**src/rtl/fqsr_pkg.sv**
```systemverilog
// Package with the operation and status codes of the FIFO queue with search and reverse.
package fqsr_pkg;

   // Operation codes carried in req_op.
   localparam logic [1:0] OP_ENQUEUE = 2'd0;
   localparam logic [1:0] OP_DEQUEUE = 2'd1;
   localparam logic [1:0] OP_SEARCH  = 2'd2;
   localparam logic [1:0] OP_REVERSE = 2'd3;

   // Status codes returned in rsp_status.
   localparam logic [1:0] STATUS_OK        = 2'd0;
   localparam logic [1:0] STATUS_EMPTY     = 2'd1;
   localparam logic [1:0] STATUS_FULL      = 2'd2;
   localparam logic [1:0] STATUS_NOT_FOUND = 2'd3;

   // Fixed widths of the transaction fields.
   localparam int OP_WIDTH     = 2;
   localparam int STATUS_WIDTH = 2;
   localparam int DATA_WIDTH   = 32;
   localparam int POS_WIDTH    = 5;

   typedef logic [OP_WIDTH-1:0]     op_type;
   typedef logic [STATUS_WIDTH-1:0] status_type;

endpackage

```
**src/rtl/fifo_queue_with_search_reverse_unit.sv**
```systemverilog
// Top level of the FIFO queue with search and in-place reverse, built around one ring memory.
//
//   channel | direction | handshake               | fields
//   --------+-----------+-------------------------+--------------------------------------------
//   req_    | in        | req_valid / req_stall   | op, value
//   rsp_    | out       | rsp_valid / rsp_stall   | status, word_out, position, occupancy
//
// Enqueue and reverse register their result at the accepting edge. A dequeue reads the front word
// into the read register of the ring memory at that edge and registers its result from it in S_DEQ.
// A search ends at the first match or after the last word when the key is absent: the single read
// port delivers one entry a cycle and the compare sits behind the read register.
// Reset is synchronous and active high; it empties the queue and clears the direction bit.
// req_stall is high during a dequeue or search and while a result is held against rsp_stall.
module fifo_queue_with_search_reverse_unit
   import fqsr_pkg::*;
#(
   parameter int DEPTH      = 16,
   parameter int WORD_WIDTH = 32
) (
   input  logic                         clock,
   input  logic                         reset,
   input  logic                         req_valid,
   output logic                         req_stall,
   input  op_type                       req_op,
   input  logic signed [DATA_WIDTH-1:0] req_value,
   output logic                         rsp_valid,
   input  logic                         rsp_stall,
   output status_type                   rsp_status,
   output logic signed [DATA_WIDTH-1:0] rsp_word_out,
   output logic [POS_WIDTH-1:0]         rsp_position,
   output logic [POS_WIDTH-1:0]         rsp_occupancy
);

   // Slot index width and the width of a count that can hold DEPTH itself.
   localparam int AW = (DEPTH > 1) ? $clog2(DEPTH) : 1;
   localparam int CW = $clog2(DEPTH + 1);
   localparam logic [AW:0]   DEPTH_W = (AW + 1)'(DEPTH);
   localparam logic [CW-1:0] DEPTH_C = CW'(DEPTH);

   // Sequencer states.
   localparam logic [1:0] S_IDLE = 2'd0;
   localparam logic [1:0] S_DEQ  = 2'd1;
   localparam logic [1:0] S_SCAN = 2'd2;

   // Moves a slot index by an offset around the ring, forward or backward.
   function automatic logic [AW-1:0] ring_offset(input logic [AW-1:0] base,
                                                  input logic [AW-1:0] off,
                                                  input logic          backward);
      logic [AW:0] sum;
      if (backward) begin
         if (off > base) begin
            sum = {1'b0, base} + DEPTH_W - {1'b0, off};
         end else begin
            sum = {1'b0, base} - {1'b0, off};
         end
      end else begin
         sum = {1'b0, base} + {1'b0, off};
         if (sum >= DEPTH_W) begin
            sum = sum - DEPTH_W;
         end
      end
      return sum[AW-1:0];
   endfunction

   // Ring memory: one write port, one registered read port.
   logic [WORD_WIDTH-1:0] ring_mem [DEPTH];
   logic [WORD_WIDTH-1:0] rd_data_ff;
   logic                  rd_en;
   logic [AW-1:0]         rd_addr;
   logic                  wr_en;
   logic [AW-1:0]         wr_addr;
   logic [WORD_WIDTH-1:0] wr_word;

   // Control state.
   logic [1:0]      state_ff, state_in;
   logic [AW-1:0]   head_ff, head_in;
   logic [CW-1:0]   count_ff, count_in;
   logic            flip_ff, flip_in;

   // Search walk: next slot to read, reads issued so far, and the position of the word that
   // sits in the read register.
   logic [AW-1:0]         scan_ff, scan_in;
   logic [CW-1:0]         issued_ff, issued_in;
   logic [CW-1:0]         rd_pos_ff, rd_pos_in;
   logic                  rd_valid_ff, rd_valid_in;
   logic [WORD_WIDTH-1:0] key_ff, key_in;

   // Result register.
   logic                  rsp_valid_ff, rsp_valid_in;
   status_type            rsp_status_ff, rsp_status_in;
   logic [DATA_WIDTH-1:0] rsp_word_ff, rsp_word_in;
   logic [POS_WIDTH-1:0]  rsp_position_ff, rsp_position_in;
   logic [POS_WIDTH-1:0]  rsp_occupancy_ff, rsp_occupancy_in;

   logic          req_fire;
   logic          queue_empty;
   logic          queue_full;
   logic [CW-1:0] count_m1;

   // A new transaction is taken only by an idle sequencer, and only if the result register
   // is free or is emptied at the same edge. Every result of a dequeue or search is therefore
   // written into a result register that is already free.
   assign req_stall   = (state_ff != S_IDLE) || (rsp_valid_ff && rsp_stall);
   assign req_fire    = req_valid && !req_stall;
   assign queue_empty = (count_ff == '0);
   assign queue_full  = (count_ff == DEPTH_C);
   assign count_m1    = count_ff - 1'b1;

   // The stored form of the incoming word: sign extended or truncated to WORD_WIDTH.
   assign wr_word = WORD_WIDTH'(req_value);

   always_comb begin
      state_in         = state_ff;
      head_in          = head_ff;
      count_in         = count_ff;
      flip_in          = flip_ff;
      scan_in          = scan_ff;
      issued_in        = issued_ff;
      rd_pos_in        = rd_pos_ff;
      rd_valid_in      = 1'b0;
      key_in           = key_ff;
      rsp_valid_in     = rsp_valid_ff && rsp_stall;
      rsp_status_in    = rsp_status_ff;
      rsp_word_in      = rsp_word_ff;
      rsp_position_in  = rsp_position_ff;
      rsp_occupancy_in = rsp_occupancy_ff;
      rd_en            = 1'b0;
      rd_addr          = head_ff;
      wr_en            = 1'b0;
      wr_addr          = ring_offset(head_ff, count_ff[AW-1:0], flip_ff);

      case (state_ff)
         S_IDLE: begin
            if (req_fire) begin
               // Defaults for a result that is produced at this edge.
               rsp_status_in   = STATUS_OK;
               rsp_word_in     = '0;
               rsp_position_in = '0;
               case (req_op)
                  OP_ENQUEUE: begin
                     rsp_valid_in = 1'b1;
                     if (queue_full) begin
                        rsp_status_in    = STATUS_FULL;
                        rsp_occupancy_in = POS_WIDTH'(count_ff);
                     end else begin
                        // The back of the queue is the slot just past the last word.
                        wr_en            = 1'b1;
                        count_in         = count_ff + 1'b1;
                        rsp_occupancy_in = POS_WIDTH'(count_ff + 1'b1);
                     end
                  end
                  OP_DEQUEUE: begin
                     if (queue_empty) begin
                        rsp_valid_in     = 1'b1;
                        rsp_status_in    = STATUS_EMPTY;
                        rsp_occupancy_in = POS_WIDTH'(count_ff);
                     end else begin
                        // Read the front word now; it is returned from the read register
                        // in the next cycle, after the pointers have already moved.
                        rd_en    = 1'b1;
                        head_in  = ring_offset(head_ff, AW'(1), flip_ff);
                        count_in = count_m1;
                        state_in = S_DEQ;
                     end
                  end
                  OP_SEARCH: begin
                     if (queue_empty) begin
                        rsp_valid_in     = 1'b1;
                        rsp_status_in    = STATUS_EMPTY;
                        rsp_occupancy_in = POS_WIDTH'(count_ff);
                     end else begin
                        // The first read goes out at the accepting edge.
                        rd_en       = 1'b1;
                        rd_valid_in = 1'b1;
                        rd_pos_in   = CW'(1);
                        issued_in   = CW'(1);
                        scan_in     = ring_offset(head_ff, AW'(1), flip_ff);
                        key_in      = wr_word;
                        state_in    = S_SCAN;
                     end
                  end
                  default: begin
                     rsp_valid_in     = 1'b1;
                     rsp_occupancy_in = POS_WIDTH'(count_ff);
                     if (queue_empty) begin
                        rsp_status_in = STATUS_EMPTY;
                     end else begin
                        // The old back word becomes the front and the walk direction turns.
                        head_in = ring_offset(head_ff, count_m1[AW-1:0], flip_ff);
                        flip_in = !flip_ff;
                     end
                  end
               endcase
            end
         end
         S_DEQ: begin
            rsp_valid_in     = 1'b1;
            rsp_status_in    = STATUS_OK;
            rsp_word_in      = DATA_WIDTH'(rd_data_ff);
            rsp_position_in  = '0;
            rsp_occupancy_in = POS_WIDTH'(count_ff);
            state_in         = S_IDLE;
         end
         S_SCAN: begin
            // Issue the next read while the previous word is compared.
            if (issued_ff < count_ff) begin
               rd_en       = 1'b1;
               rd_addr     = scan_ff;
               rd_valid_in = 1'b1;
               rd_pos_in   = issued_ff + 1'b1;
               issued_in   = issued_ff + 1'b1;
               scan_in     = ring_offset(scan_ff, AW'(1), flip_ff);
            end
            if (rd_valid_ff) begin
               if (rd_data_ff == key_ff) begin
                  rsp_valid_in     = 1'b1;
                  rsp_status_in    = STATUS_OK;
                  rsp_word_in      = '0;
                  rsp_position_in  = POS_WIDTH'(rd_pos_ff);
                  rsp_occupancy_in = POS_WIDTH'(count_ff);
                  rd_valid_in      = 1'b0;
                  state_in         = S_IDLE;
               end else if (rd_pos_ff == count_ff) begin
                  rsp_valid_in     = 1'b1;
                  rsp_status_in    = STATUS_NOT_FOUND;
                  rsp_word_in      = '0;
                  rsp_position_in  = '0;
                  rsp_occupancy_in = POS_WIDTH'(count_ff);
                  state_in         = S_IDLE;
               end
            end
         end
         default: begin
            state_in = S_IDLE;
         end
      endcase
   end

   // Writes happen only for an accepted enqueue and reads only for dequeue and search, so a
   // read never meets a write to the same slot at the same edge, and a read in the cycle after a
   // write already sees the new word.
   always_ff @(posedge clock) begin
      if (wr_en) begin
         ring_mem[wr_addr] <= wr_word;
      end
      if (rd_en) begin
         rd_data_ff <= ring_mem[rd_addr];
      end
   end

   always_ff @(posedge clock) begin
      if (reset) begin
         state_ff     <= S_IDLE;
         head_ff      <= '0;
         count_ff     <= '0;
         flip_ff      <= 1'b0;
         rd_valid_ff  <= 1'b0;
         rsp_valid_ff <= 1'b0;
      end else begin
         state_ff     <= state_in;
         head_ff      <= head_in;
         count_ff     <= count_in;
         flip_ff      <= flip_in;
         rd_valid_ff  <= rd_valid_in;
         rsp_valid_ff <= rsp_valid_in;
      end
   end

   always_ff @(posedge clock) begin
      scan_ff          <= scan_in;
      issued_ff        <= issued_in;
      rd_pos_ff        <= rd_pos_in;
      key_ff           <= key_in;
      rsp_status_ff    <= rsp_status_in;
      rsp_word_ff      <= rsp_word_in;
      rsp_position_ff  <= rsp_position_in;
      rsp_occupancy_ff <= rsp_occupancy_in;
   end

   assign rsp_valid     = rsp_valid_ff;
   assign rsp_status    = rsp_status_ff;
   assign rsp_word_out  = rsp_word_ff;
   assign rsp_position  = rsp_position_ff;
   assign rsp_occupancy = rsp_occupancy_ff;

endmodule

```
**config.mk**
```make
export PLATFORM = sky130hd
export DESIGN_NAME = fifo_queue_with_search_reverse_unit
export DESIGN_NICKNAME = d
export VERILOG_FILES = /design/src/rtl/fqsr_pkg.sv /design/src/rtl/fifo_queue_with_search_reverse_unit.sv
export SDC_FILE = /design/constraint.sdc
export NUM_CORES = 1
export LEC_CHECK = 0
export BUFFER_PORTS_ARGS = -buffer_cell sky130_fd_sc_hd__buf_2
export CORE_ASPECT_RATIO = 0.9
export CORE_MARGIN = 4
export CORE_UTILIZATION = 45
export DETAILED_ROUTE_END_ITERATION = 16
export PLACE_DENSITY = 0.75
export RECOVER_POWER = 25
export SLEW_MARGIN = 15
export SYNTH_ARGS = -nofsm -noshare
export SYNTH_HDL_FRONTEND = slang
export SYNTH_SLANG_ARGS = --single-unit
```
**constraint.sdc**
```tcl
create_clock -name clock -period 5.4 [get_ports clock]
set_input_delay 1.35 -clock clock [delete_from_list [all_inputs] [get_ports clock]]
set_output_delay 1.35 -clock clock [all_outputs]
set_load 0.05 [all_outputs]
```
Word-level counts from Yosys, hierarchy flattened
Memory sizes are Yosys's and may differ from the RTL's. A register that Yosys moved wholly into a read port is not among the register bits.
Index checks and enable logic that the tools add are counted.
Word-level totals
  register bits: 99
  RAM bits: 512
  bits of input ports: 38
  output and inout bits: 46
  logic and storage cells: 173
  memories: 1
Operators by class
  add/subtract/negate cells: 21
  $lt $le $gt $ge: 9
  equality and inequality tests: 18
  multiplexer cells: 85
  bitwise operators: 3
  reductions and logical operators: 23
Memory list
  ring_mem: depth 16, width 32, read ports 1, clocked after memory_dff 1, wr ports 1, RTL line fifo_queue_with_search_reverse_unit.sv:66  | logic [WORD_WIDTH-1:0] ring_mem [DEPTH];
Operator list (number)
  two-way mux 32 bit: 4
  case mux 32 bit (3 select lines): 1
  two-way mux 4 bit: 19
  two-way mux 5 bit: 15
  equality test 32 bit: 1
  subtractor 4 x 1 -> 4 bit (second input constant): 8
  case mux 5 bit (2 select lines): 3
  case mux 5 bit (3 select lines): 2
  two-way mux 2 bit: 12
  two-way mux 1 bit: 21
  >= comparator 5 bit (second input constant): 4
  AND reduction 4 bit: 5
  case mux 4 bit (2 select lines): 2
  subtractor 4 bit: 4
  != test 3 bit (second input constant): 4
  adder 4 x 1 -> 5 bit (second input constant): 2
  adder 4 x 4 -> 5 bit: 2
  adder 5 x 1 -> 5 bit (second input constant): 2
  != test 2 bit (second input constant): 5
  AND reduction 5 bit: 2
  adder 4 x 1 -> 4 bit (second input constant): 2
  greater-than comparator 1 x 4 -> 1 bit (first input constant): 2
  greater-than comparator 4 bit: 2
  case mux 2 bit (2 select lines): 2
  other kinds (22): 33

Logic depth before layout (Yosys ltp)
Gate-level depths: netlist (run 1).
  depth after elaboration: 8
  mapped depth: 12
  mapped depth without buffers: 11

Worst setup path before layout (run 1)
No wires, ideal clock.
  kind: input -> register
  start: in rsp_stall
  end: reg rsp_position_ff[0], in the netlist rsp_position[0] (enable)
  library setup time: 0.499 ns
  data arrival time: 4.627 ns
  data required time: 4.901 ns
  slack: 0.274 ns
  stages on the path: 3
  buffers on the path: 0
  cells stage by stage: nand2_1 > nand3_1 > a221oi_1
On the way
  longest elaborated chain between the ends: 6
Ends and longest elaborated chain
  start: declaration: RTL line fifo_queue_with_search_reverse_unit.sv:27  | input logic rsp_stall,
  logical AND 1 bit: RTL line fifo_queue_with_search_reverse_unit.sv:103  | assign req_stall = (state_ff != S_IDLE) || (rsp_valid_ff && rsp_stall);
  logical OR 1 bit: RTL line fifo_queue_with_search_reverse_unit.sv:103
  zero test 1 bit: RTL line fifo_queue_with_search_reverse_unit.sv:104  | assign req_fire = req_valid && !req_stall;
  logical AND 1 bit: RTL line fifo_queue_with_search_reverse_unit.sv:104
  != test 2 bit (no line)
  AND reduction 4 bit (no line)
  end signal: assignment: RTL line fifo_queue_with_search_reverse_unit.sv:276  | rsp_position_ff <= rsp_position_in;
  end: declaration: RTL line fifo_queue_with_search_reverse_unit.sv:92  | logic [POS_WIDTH-1:0] rsp_position_ff, rsp_position_in;
Every way passes these cells.
A chain may end at the register's enable or synchronous reset.

Worst setup path in the final report (run 1)
  start: reg state_ff[0]
  end: reg rd_data_ff[4] (read register of ring_mem) (data pin)
On the way
  longest elaborated chain between the ends: 6
  elaborated cells between the ends (all ways): 9
  those cells by class: eq/ne (1); mux (3); reduce/logical (5)
Ends and longest elaborated chain
  start: declaration: RTL line fifo_queue_with_search_reverse_unit.sv:75  | logic [1:0] state_ff, state_in;
  start signal: assignment: RTL line fifo_queue_with_search_reverse_unit.sv:260  | state_ff <= state_in;
  nonzero test 2 bit: RTL line fifo_queue_with_search_reverse_unit.sv:103
  logical OR 1 bit: RTL line fifo_queue_with_search_reverse_unit.sv:103
  zero test 1 bit: RTL line fifo_queue_with_search_reverse_unit.sv:104
  logical AND 1 bit: RTL line fifo_queue_with_search_reverse_unit.sv:104
  two-way mux 1 bit: RTL line fifo_queue_with_search_reverse_unit.sv:134  | if (req_fire) begin
  case mux 1 bit (2 select lines): RTL line fifo_queue_with_search_reverse_unit.sv:132  | case (state_ff)
  end: declaration: RTL line fifo_queue_with_search_reverse_unit.sv:67  | logic [WORD_WIDTH-1:0] rd_data_ff;
Several ways; a longest one is shown, not always the timed one.

==> flow_summary_export.csv, run 1 <==
group,metric,value,unit
status,status,"finished, final reports clean",
synthesis,synth_cells,2994,
critical_path,path_cells,"inv_1 > ha_1 > inv_4 > a211oi_4 > buf_4 > buf_12 > a21oi_1 > a311oi_1 > o22ai_1 > or4_1",
critical_path,worst-path-max-fanout,130,
placement,dpl.hpwl,50500,um
floorplanning,die_area,0.0761,mm^2
cts,cts_tree,"done",
power,peakVddDrop,0.246,mV
sta,whs,0.516,ns
detailed_routing,drcViolationCount,0,
power,power.sequential.fraction,42.6,%
sta,layout_min_cycle_time,4.36,ns
sta,post-route-period-util,80.8,%
sta,setup_viol,0,
global_route,antenna_found_initial,7,
cts,cts.sinks,643,
global_route,grt_max_degree,170,
synthesis,ys_seq_elements,643,
floorplanning,ios,84,
sta,worst_slew_pin_slew,1.20,ns
hold_path,worstHoldEndpoint,"state_ff[0]$_SDFFE_PP0P_",
detailed_routing,wl_met1,36400,um
critical_path,crit_arrival,4.72,ns
power,power.density,402,mW/mm^2
cts,cts_resized,0,
final_layout,finalInstanceArea,0.0357,mm^2
final_layout,drive_gt1_share,8.56,%
critical_path,rr_worst_depth,10,
sta,tns,0,ns
critical_path,critPathMaxStageDelay,0.61,ns
hold_path,holdCritStartpoint,"state_ff[0]$_SDFFE_PP0P_",
synthesis,synth_area_leaders,"edfxtp_1 58%, nand2_1 9.3%, a311oi_1 7.0%",
synthesis,async_reset_ff_share,0,%
cts,cts_setup_buffers,0,
global_route,grt_overflow_total,0,
power,p_sw,0.00483,W
cts,numCtsBuffers,70,
detailed_routing,dr_wl_met2,44000,um
floorplanning,die_h,262,um
floorplanning,core_area,0.0706,mm^2
critical_path,endpoint_kind,"flop",
floorplanning,die-width,290,um
power,pwr-share-comb,24.5,%
synthesis,yosys.area.top_type,"edfxtp_1",
hold_path,min_path_cells,2,
final_layout,area_delta_synth_final,10.5,%
floorplanning,start_util,45.8,%
cts,cts_buffer_depth,3,
critical_path,cp-start-kind,"flop",
global_route,grt_pass1_wl,147000,um
synthesis,syn_area,0.0323,mm^2
synthesis,ys_types,58,
detailed_routing,wl,96600,um
final_layout,fillCellCount,5966,
synthesis,yosysWarnings,0,
cts,cts.clk_slew.worst_paths,0.06,ns
sta,finalClockSkew,0.0293,ns
placement,port_buffers,83,
final_layout,nets,2982,
synthesis,synth_seq_area_share,59.3,%
synthesis,syn_avg_cell_area,10.8,um^2
critical_path,required,5.76,ns
hold_path,hold_path_class,"flop to flop",
detailed_routing,via_per_inst,6.62,
cts,postCtsHoldBufs,0,
synthesis,synth_fp_nets,3062,
detailed_routing,highest_layer,"met5",
global_route,grtUsageTotal,24.5,%
cts,root_buffer,"clkbuf_16",
power,intPower,0.00952,W
cts,h-tree-depth,3,
sta,max_freq,229,MHz
floorplanning,rows,92,
synthesis,synthTopCellsByCount,"801 x nand2_1, 629 x edfxtp_1, 273 x a21oi_1, 260 x a211oi_1, 257 x a311oi_1",
detailed_routing,routed-wl-met3,12400,um
synthesis,synth_most_common_cell,"nand2_1",
critical_path,r2r_slack,1.04,ns
detailed_routing,drtIter0Drc,4062,
final_layout,multi_input_area,0.0119,mm^2
placement,dpl-instance-area,0.0334,mm^2
placement,place.gp.congestion,0.824,
final_layout,register_area,0.0192,mm^2
critical_path,critPathKind,"flop to flop",
power,p_leak,11.3,nW
global_route,first_global_vias,24400,
detailed_routing,vias,25900,
job,max_cap_violations,0,
synthesis,synth_flop_cell,"edfxtp_1",
sta,rsz0062_at_grt,"false",
detailed_routing,postRouteAntennaNets,0,
synthesis,synth-edff-count,629,
synthesis,synth_top_area_share,58.5,%
power,swShare,33.7,%
detailed_routing,wl_per_cell,24.7,um
critical_path,cpMaxStageDelayCell,"ha_1",
critical_path,r2r-start,"state_ff[0]$_SDFFE_PP0P_",
sta,timing_hold_violations_final,0,
cts,clkLatencyLatePin,0.63,ns
critical_path,r2r_end,"rd_data_ff[4]$_DFFE_PP_",
power,p_clk_share,32.9,%
sta,slew_headroom,19.9,%
detailed_routing,drt-pass1-iter-count,6,
sta,slew_violations,0,
[critical path: cells and delay by family (launching register included)]
| kind | cells | cell delay (ns) |
|---|---|---|
| buffers and inverters | 4 | 1.39 |
| flip-flops | 1 | 0.33 |
| AO/OA/AOI/OAI | 4 | 1.14 |
| adder cells (fa/ha/maj) | 1 | 0.61 |
| AND/OR/NAND/NOR | 1 | 0.54 |
[flip-flops by register name, indices dropped and copies added (netlist names)]
name	cells
rd_data_ff	32
key_ff	32
rsp_word_out	32
scan_ff	4
ring_mem	512
rd_valid_ff	1
count_ff	5
head_ff	4
rsp_occupancy	5
rsp_status	2
rsp_valid	1
rd_pos_ff	5
state_ff	2
flip_ff	1
rsp_position	5
[per-layer routing]
layer	up-vias	track usage [%]
met5	-	0
met4	4	10.9
met3	265	5.61
met2	1806	38.7
met1	12500	32.6
li1	11300	-
[how the worst max path moves through the flow]
stage                                  start                             to  slack [ns]
finish              state_ff[0]$_SDFFE_PP0P_        rd_data_ff[4]$_DFFE_PP_        1.04
global placement    count_ff[4]$_SDFFE_PP0P_        rd_data_ff[9]$_DFFE_PP_        1.23
CTS                 state_ff[0]$_SDFFE_PP0P_        rd_data_ff[4]$_DFFE_PP_        1.13
detailed placement  state_ff[0]$_SDFFE_PP0P_        rd_data_ff[9]$_DFFE_PP_        1.16
floorplan                          rsp_stall  rsp_position[0]$_SDFFCE_PN0P_        0.27
global route        state_ff[0]$_SDFFE_PP0P_        rd_data_ff[5]$_DFFE_PP_        0.84
[area by class of cell]
cell class / instances / share of cell area [%]
Inverter: 24 / 0.301
Clock inverter: 47 / 1.23
Antenna cell: 3 / 0.0210
Sequential cell: 643 / 53.7
Timing Repair Buffer: 144 / 2.95
Clock buffer: 79 / 5.06
Multi-Input combinational cell: 2031 / 33.4
Tap cell: 940 / 3.29
[layout by cell type, fill, tap and decap left out, types with 3 or more instances in the layout]
cell type / netlist / final
o21ai_0: 18 / 18
clkinv_1: 1 / 21
ha_1: 27 / 27
fa_1: 3 / 3
buf_12: 0 / 15
and3_1: 8 / 8
o22ai_1: 132 / 129
buf_4: 9 / 45
o22ai_4: 0 / 4
a311oi_1: 257 / 257
nor3_1: 6 / 6
nand2_1: 801 / 800
and2_1: 34 / 34
nand3_1: 10 / 10
o211ai_1: 5 / 5
nand2b_1: 8 / 8
clkbuf_1: 153 / 31
clkinv_2: 0 / 12
inv_1: 21 / 20
xnor2_1: 51 / 51
nand4_1: 8 / 8
a21oi_1: 273 / 273
edfxtp_1: 629 / 629
a21o_1: 4 / 4
nor4b_1: 3 / 3
mux2i_1: 6 / 6
or4_1: 32 / 32
diode_2: 0 / 3
xor2_1: 7 / 7
bufinv_16: 0 / 6
nor2b_1: 3 / 3
inv_16: 0 / 3
clkbuf_16: 0 / 71
buf_2: 125 / 60
nor4_1: 4 / 4
a211oi_1: 260 / 260
dfxtp_1: 14 / 13
nor2_4: 0 / 16
nor2_1: 41 / 25
[cells by family (layout without fill, tap and decap cells)]
logic type                 Yosys count  count (layout)  share of synthesized area (%)
adders and majority gates           30              30                           1.23
other                                0               3                              0
and+or+nand+nor                    966             966                           12.3
AOI/OAI and AO/OA                  969             969                           20.8
buffers and inverters              320             294                           4.41
DFF                                643             643                           59.3
muxes                                7               7                          0.221
xor gates and xnor gates            59              59                           1.64
[power by group through the flow]
stage | combinational, W | clock [W] | sequential, W
after floorplan | 0.00199 | 0 | 0.00661
after global placement | 0.00340 | 0 | 0.00620
after detailed placement | 0.00345 | 0 | 0.00621
after CTS | 0.00346 | 0.00477 | 0.00610
after global routing | 0.00373 | 0.00500 | 0.00614
final | 0.00351 | 0.00473 | 0.00611
[per-stage QoR]
stage	std cells	power (W)	utilization, %	setup WS, ns
floorplan	2994	0.00859	-	0.274
global placement	3781	0.00960	47.4	1.23
detailed placement	3781	0.00966	47.4	1.16
CTS	3907	0.0143	50.6	1.13
global route	3910	0.0149	50.6	0.839
finish	3911	0.0143	50.6	1.04
Power figures use the tool's default switching activity.
==> run 2, diff against run 1 <==
--- a/config.mk
+++ b/config.mk
@@ -5,6 +5,7 @@
 export SDC_FILE = /design/constraint.sdc
 export NUM_CORES = 1
 export LEC_CHECK = 0
+export ABC_AREA = 1
 export BUFFER_PORTS_ARGS = -buffer_cell sky130_fd_sc_hd__buf_2
 export CORE_ASPECT_RATIO = 0.9
 export CORE_MARGIN = 4
==> constraint.sdc (replaced) <==
create_clock -name clock -period 4 [get_ports clock]
set_input_delay 1 -clock clock [delete_from_list [all_inputs] [get_ports clock]]
set_output_delay 1 -clock clock [all_outputs]
set_load 0.05 [all_outputs]
==> run 2 against run 1 <==
Global-route usage decreased by 4.7 points. Core utilization is 0.58 points higher. Register-to-register slack got worse by 0.56 ns. Non-clock buffer count shrank 10. Critical path depth is 1 higher. First-iteration DRC count shrank 53%. Synthesized cell count down 9.1%. Routed wire length is 31% lower. Hold slack worse by 0.021 ns. Largest cell class unchanged. Highest routed layer is now met4.
==> flow_summary_export.csv, run 2 <==
group,metric,value,unit
status,status,"finished, final reports clean",
detailed_routing,wl_met1,27800,um
final_layout,drive_gt1_share,8.54,%
sta,tns,0,ns
final_layout,area_delta_synth_final,12.5,%
sta,post-route-period-util,88.2,%
cts,cts_buffer_depth,3,
sta,layout_min_cycle_time,3.53,ns
synthesis,ys_types,36,
sta,timing_hold_violations_final,0,
critical_path,endpoint_kind,"flop",
power,p_leak,13.7,nW
floorplanning,core_area,0.0627,mm^2
detailed_routing,postRouteAntennaNets,0,
synthesis,synth-edff-count,629,
power,power.density,652,mW/mm^2
sta,whs,0.495,ns
sta,setup_viol,0,
cts,h-tree-depth,3,
power,power,0.0209,W
synthesis,synth_most_common_cell,"nand2_1",
placement,place.gp.congestion,0.814,
final_layout,finalInstanceArea,0.0321,mm^2
critical_path,critPathMaxStageDelay,0.45,ns
global_route,grt_max_degree,76,
global_route,grt_pass1_wl,104000,um
synthesis,yosysWarnings,0,
critical_path,cpMaxStageDelayCell,"o21ai_0",
final_layout,largest_register,"ring_mem",
critical_path,r2r_slack,0.47,ns
floorplanning,die-width,273,um
cts,cts_resized,0,
critical_path,crit_arrival,3.80,ns
cts,cts_tree,"done",
global_route,grtUsageTotal,19.8,%
critical_path,cp-start-kind,"flop",
cts,cts_setup_buffers,0,
final_layout,antenna_cells,0,
critical_path,crit_family,"simple AND/OR/NAND/NOR gates",
global_route,grt_overflow_total,0,
final_layout,final_common_cell,"nand2_1",
global_route,antenna_found_initial,0,
placement,pre_cts_slack,0.540,ns
synthesis,synth_top_area_share,66.2,%
detailed_routing,vias,18700,
synthesis,synthTopCellsByCount,"766 x nand2_1, 629 x edfxtp_1, 558 x inv_1, 434 x nand3_1, 63 x buf_2",
critical_path,critPathKind,"flop to flop",
sta,max_freq,284,MHz
detailed_routing,dr_wl_met2,31600,um
sta,finalClockSkew,0.0253,ns
sta,slew_headroom,33.8,%
placement,dpl-instance-area,0.0301,mm^2
detailed_routing,routed-wl-met3,4730,um
critical_path,worst-path-max-fanout,26,
synthesis,syn_area,0.0285,mm^2
detailed_routing,drtIter0Drc,1913,
final_layout,final_cell_mix,"765 x nand2_1, 629 x edfxtp_1, 557 x inv_1, 434 x nand3_1, 67 x clkbuf_16",
sta,worst_slew_pin_slew,0.994,ns
cts,clkLatencyLatePin,0.60,ns
synthesis,synth_flop_cell,"edfxtp_1",
cts,cts.sinks,643,
synthesis,yosys.area.top_type,"edfxtp_1",
synthesis,synth_seq_area_share,67.2,%
synthesis,syn_avg_cell_area,10.5,um^2
cts,postCtsHoldBufs,0,
placement,dpl.hpwl,39600,um
sta,fin_ws,0.474,ns
cts,numCtsBuffers,66,
floorplanning,die_area,0.0675,mm^2
detailed_routing,drcViolationCount,0,
placement,port_buffers,83,
floorplanning,start_util,45.5,%
sta,slew_violations,0,
cts,cts.clk_slew.worst_paths,0.06,ns
synthesis,async_reset_ff_share,0,%
synthesis,ys_seq_elements,643,
detailed_routing,via_per_inst,5.05,
sta,rsz0062_at_grt,"false",
power,peakVddDrop,0.519,mV
job,max_cap_violations,0,
critical_path,path_cells,"inv_1 > ha_1 > xnor2_1 > o21ai_0 > ha_1 > nand2_1 > o21ai_0 > xnor2_1 > nand2_1 > nor2_4 > buf_12",
synthesis,synth_cells,2721,
cts,root_buffer,"clkbuf_16",
global_route,first_global_vias,18700,
final_layout,nets,2879,
synthesis,synth_fp_nets,2789,
detailed_routing,wl,66400,um
synthesis,synth_area_leaders,"edfxtp_1 66%, nand2_1 10%, nand3_1 7.6%",
detailed_routing,highest_layer,"met4",
final_layout,largest_reg_flops,512,
floorplanning,rows,87,
hold_path,hold_path_class,"flop to flop",
detailed_routing,wl_per_cell,17.9,um
floorplanning,die_h,247,um
critical_path,required,4.28,ns
critical_path,critPathBufInv,2,
detailed_routing,drt-pass1-iter-count,5,
floorplanning,ios,84,
## run 2: changes by cell type in the layout (fill, tap and decap cells not counted), moves of 11 or more
cell,delta
nor2_1,+11
a21oi_1,-252
o22ai_1,-126
and2_1,-34
inv_1,+537
xnor2_1,-28
a211oi_1,-257
a311oi_1,-256
buf_4,-14
nand3_1,+424
nand2_1,-35
or4_1,-32
## run 2: logic make-up (layout without fill, tap and decap cells)
family	Yosys count	count (layout)	synth area share [%]
xor+xnor	38	38	1.25
fa+ha+maj	30	30	1.40
compound gates	63	63	1.26
flops	643	643	67.2
buf+inv	673	809	9.92
simple gates	1274	1274	19.0
## run 2: power by group
group          switching [W]  internal (W)  total, W
combinational        0.00478       0.00165   0.00643
sequential          0.000249       0.00833   0.00858
clock                0.00253       0.00339   0.00591
total                0.00755        0.0134    0.0209
## run 2: final cells by class
cell class                 count  area, um^2
fill                        5418       30600
sequential                   643       19200
multi-input combinational   1405        6710
inverter                     561        2110
clock buffer                  75        1710
tap                          845        1060
timing repair buffer         134        1020
clock inverter                39         325
## run 2: worst paths after layout
kind                                 start  depth (start not counted)                        end
hold / removal    count_ff[4]$_SDFFE_PP0P_                          2   count_ff[4]$_SDFFE_PP0P_
setup reg to reg  count_ff[1]$_SDFFE_PP0P_                         11  ring_mem[5][17]$_DFFE_PP_
setup / recovery  count_ff[1]$_SDFFE_PP0P_                         11  ring_mem[5][17]$_DFFE_PP_
hold reg to reg   count_ff[4]$_SDFFE_PP0P_                          2   count_ff[4]$_SDFFE_PP0P_
## run 2: worst min-delay path: stages, from the launching register on
cell	delay [ns]
dfxtp_1	0.31
o21ai_0	0.08
a21oi_1	0.06
## run 2: metal layers
layer  track usage [%]  vias up
met2              33.0      701
met3              3.28      146
met4              7.30        0
met1              26.2     8917
li1                  -     8941
met5                 0        -
## run 2: per-stage QoR
stage,util [%],cells
final,51.2,3702
after global routing,51.2,3702
after CTS,51.2,3702
after detailed placement,48.0,3588
after global placement,48.0,3588
after floorplan,-,2721
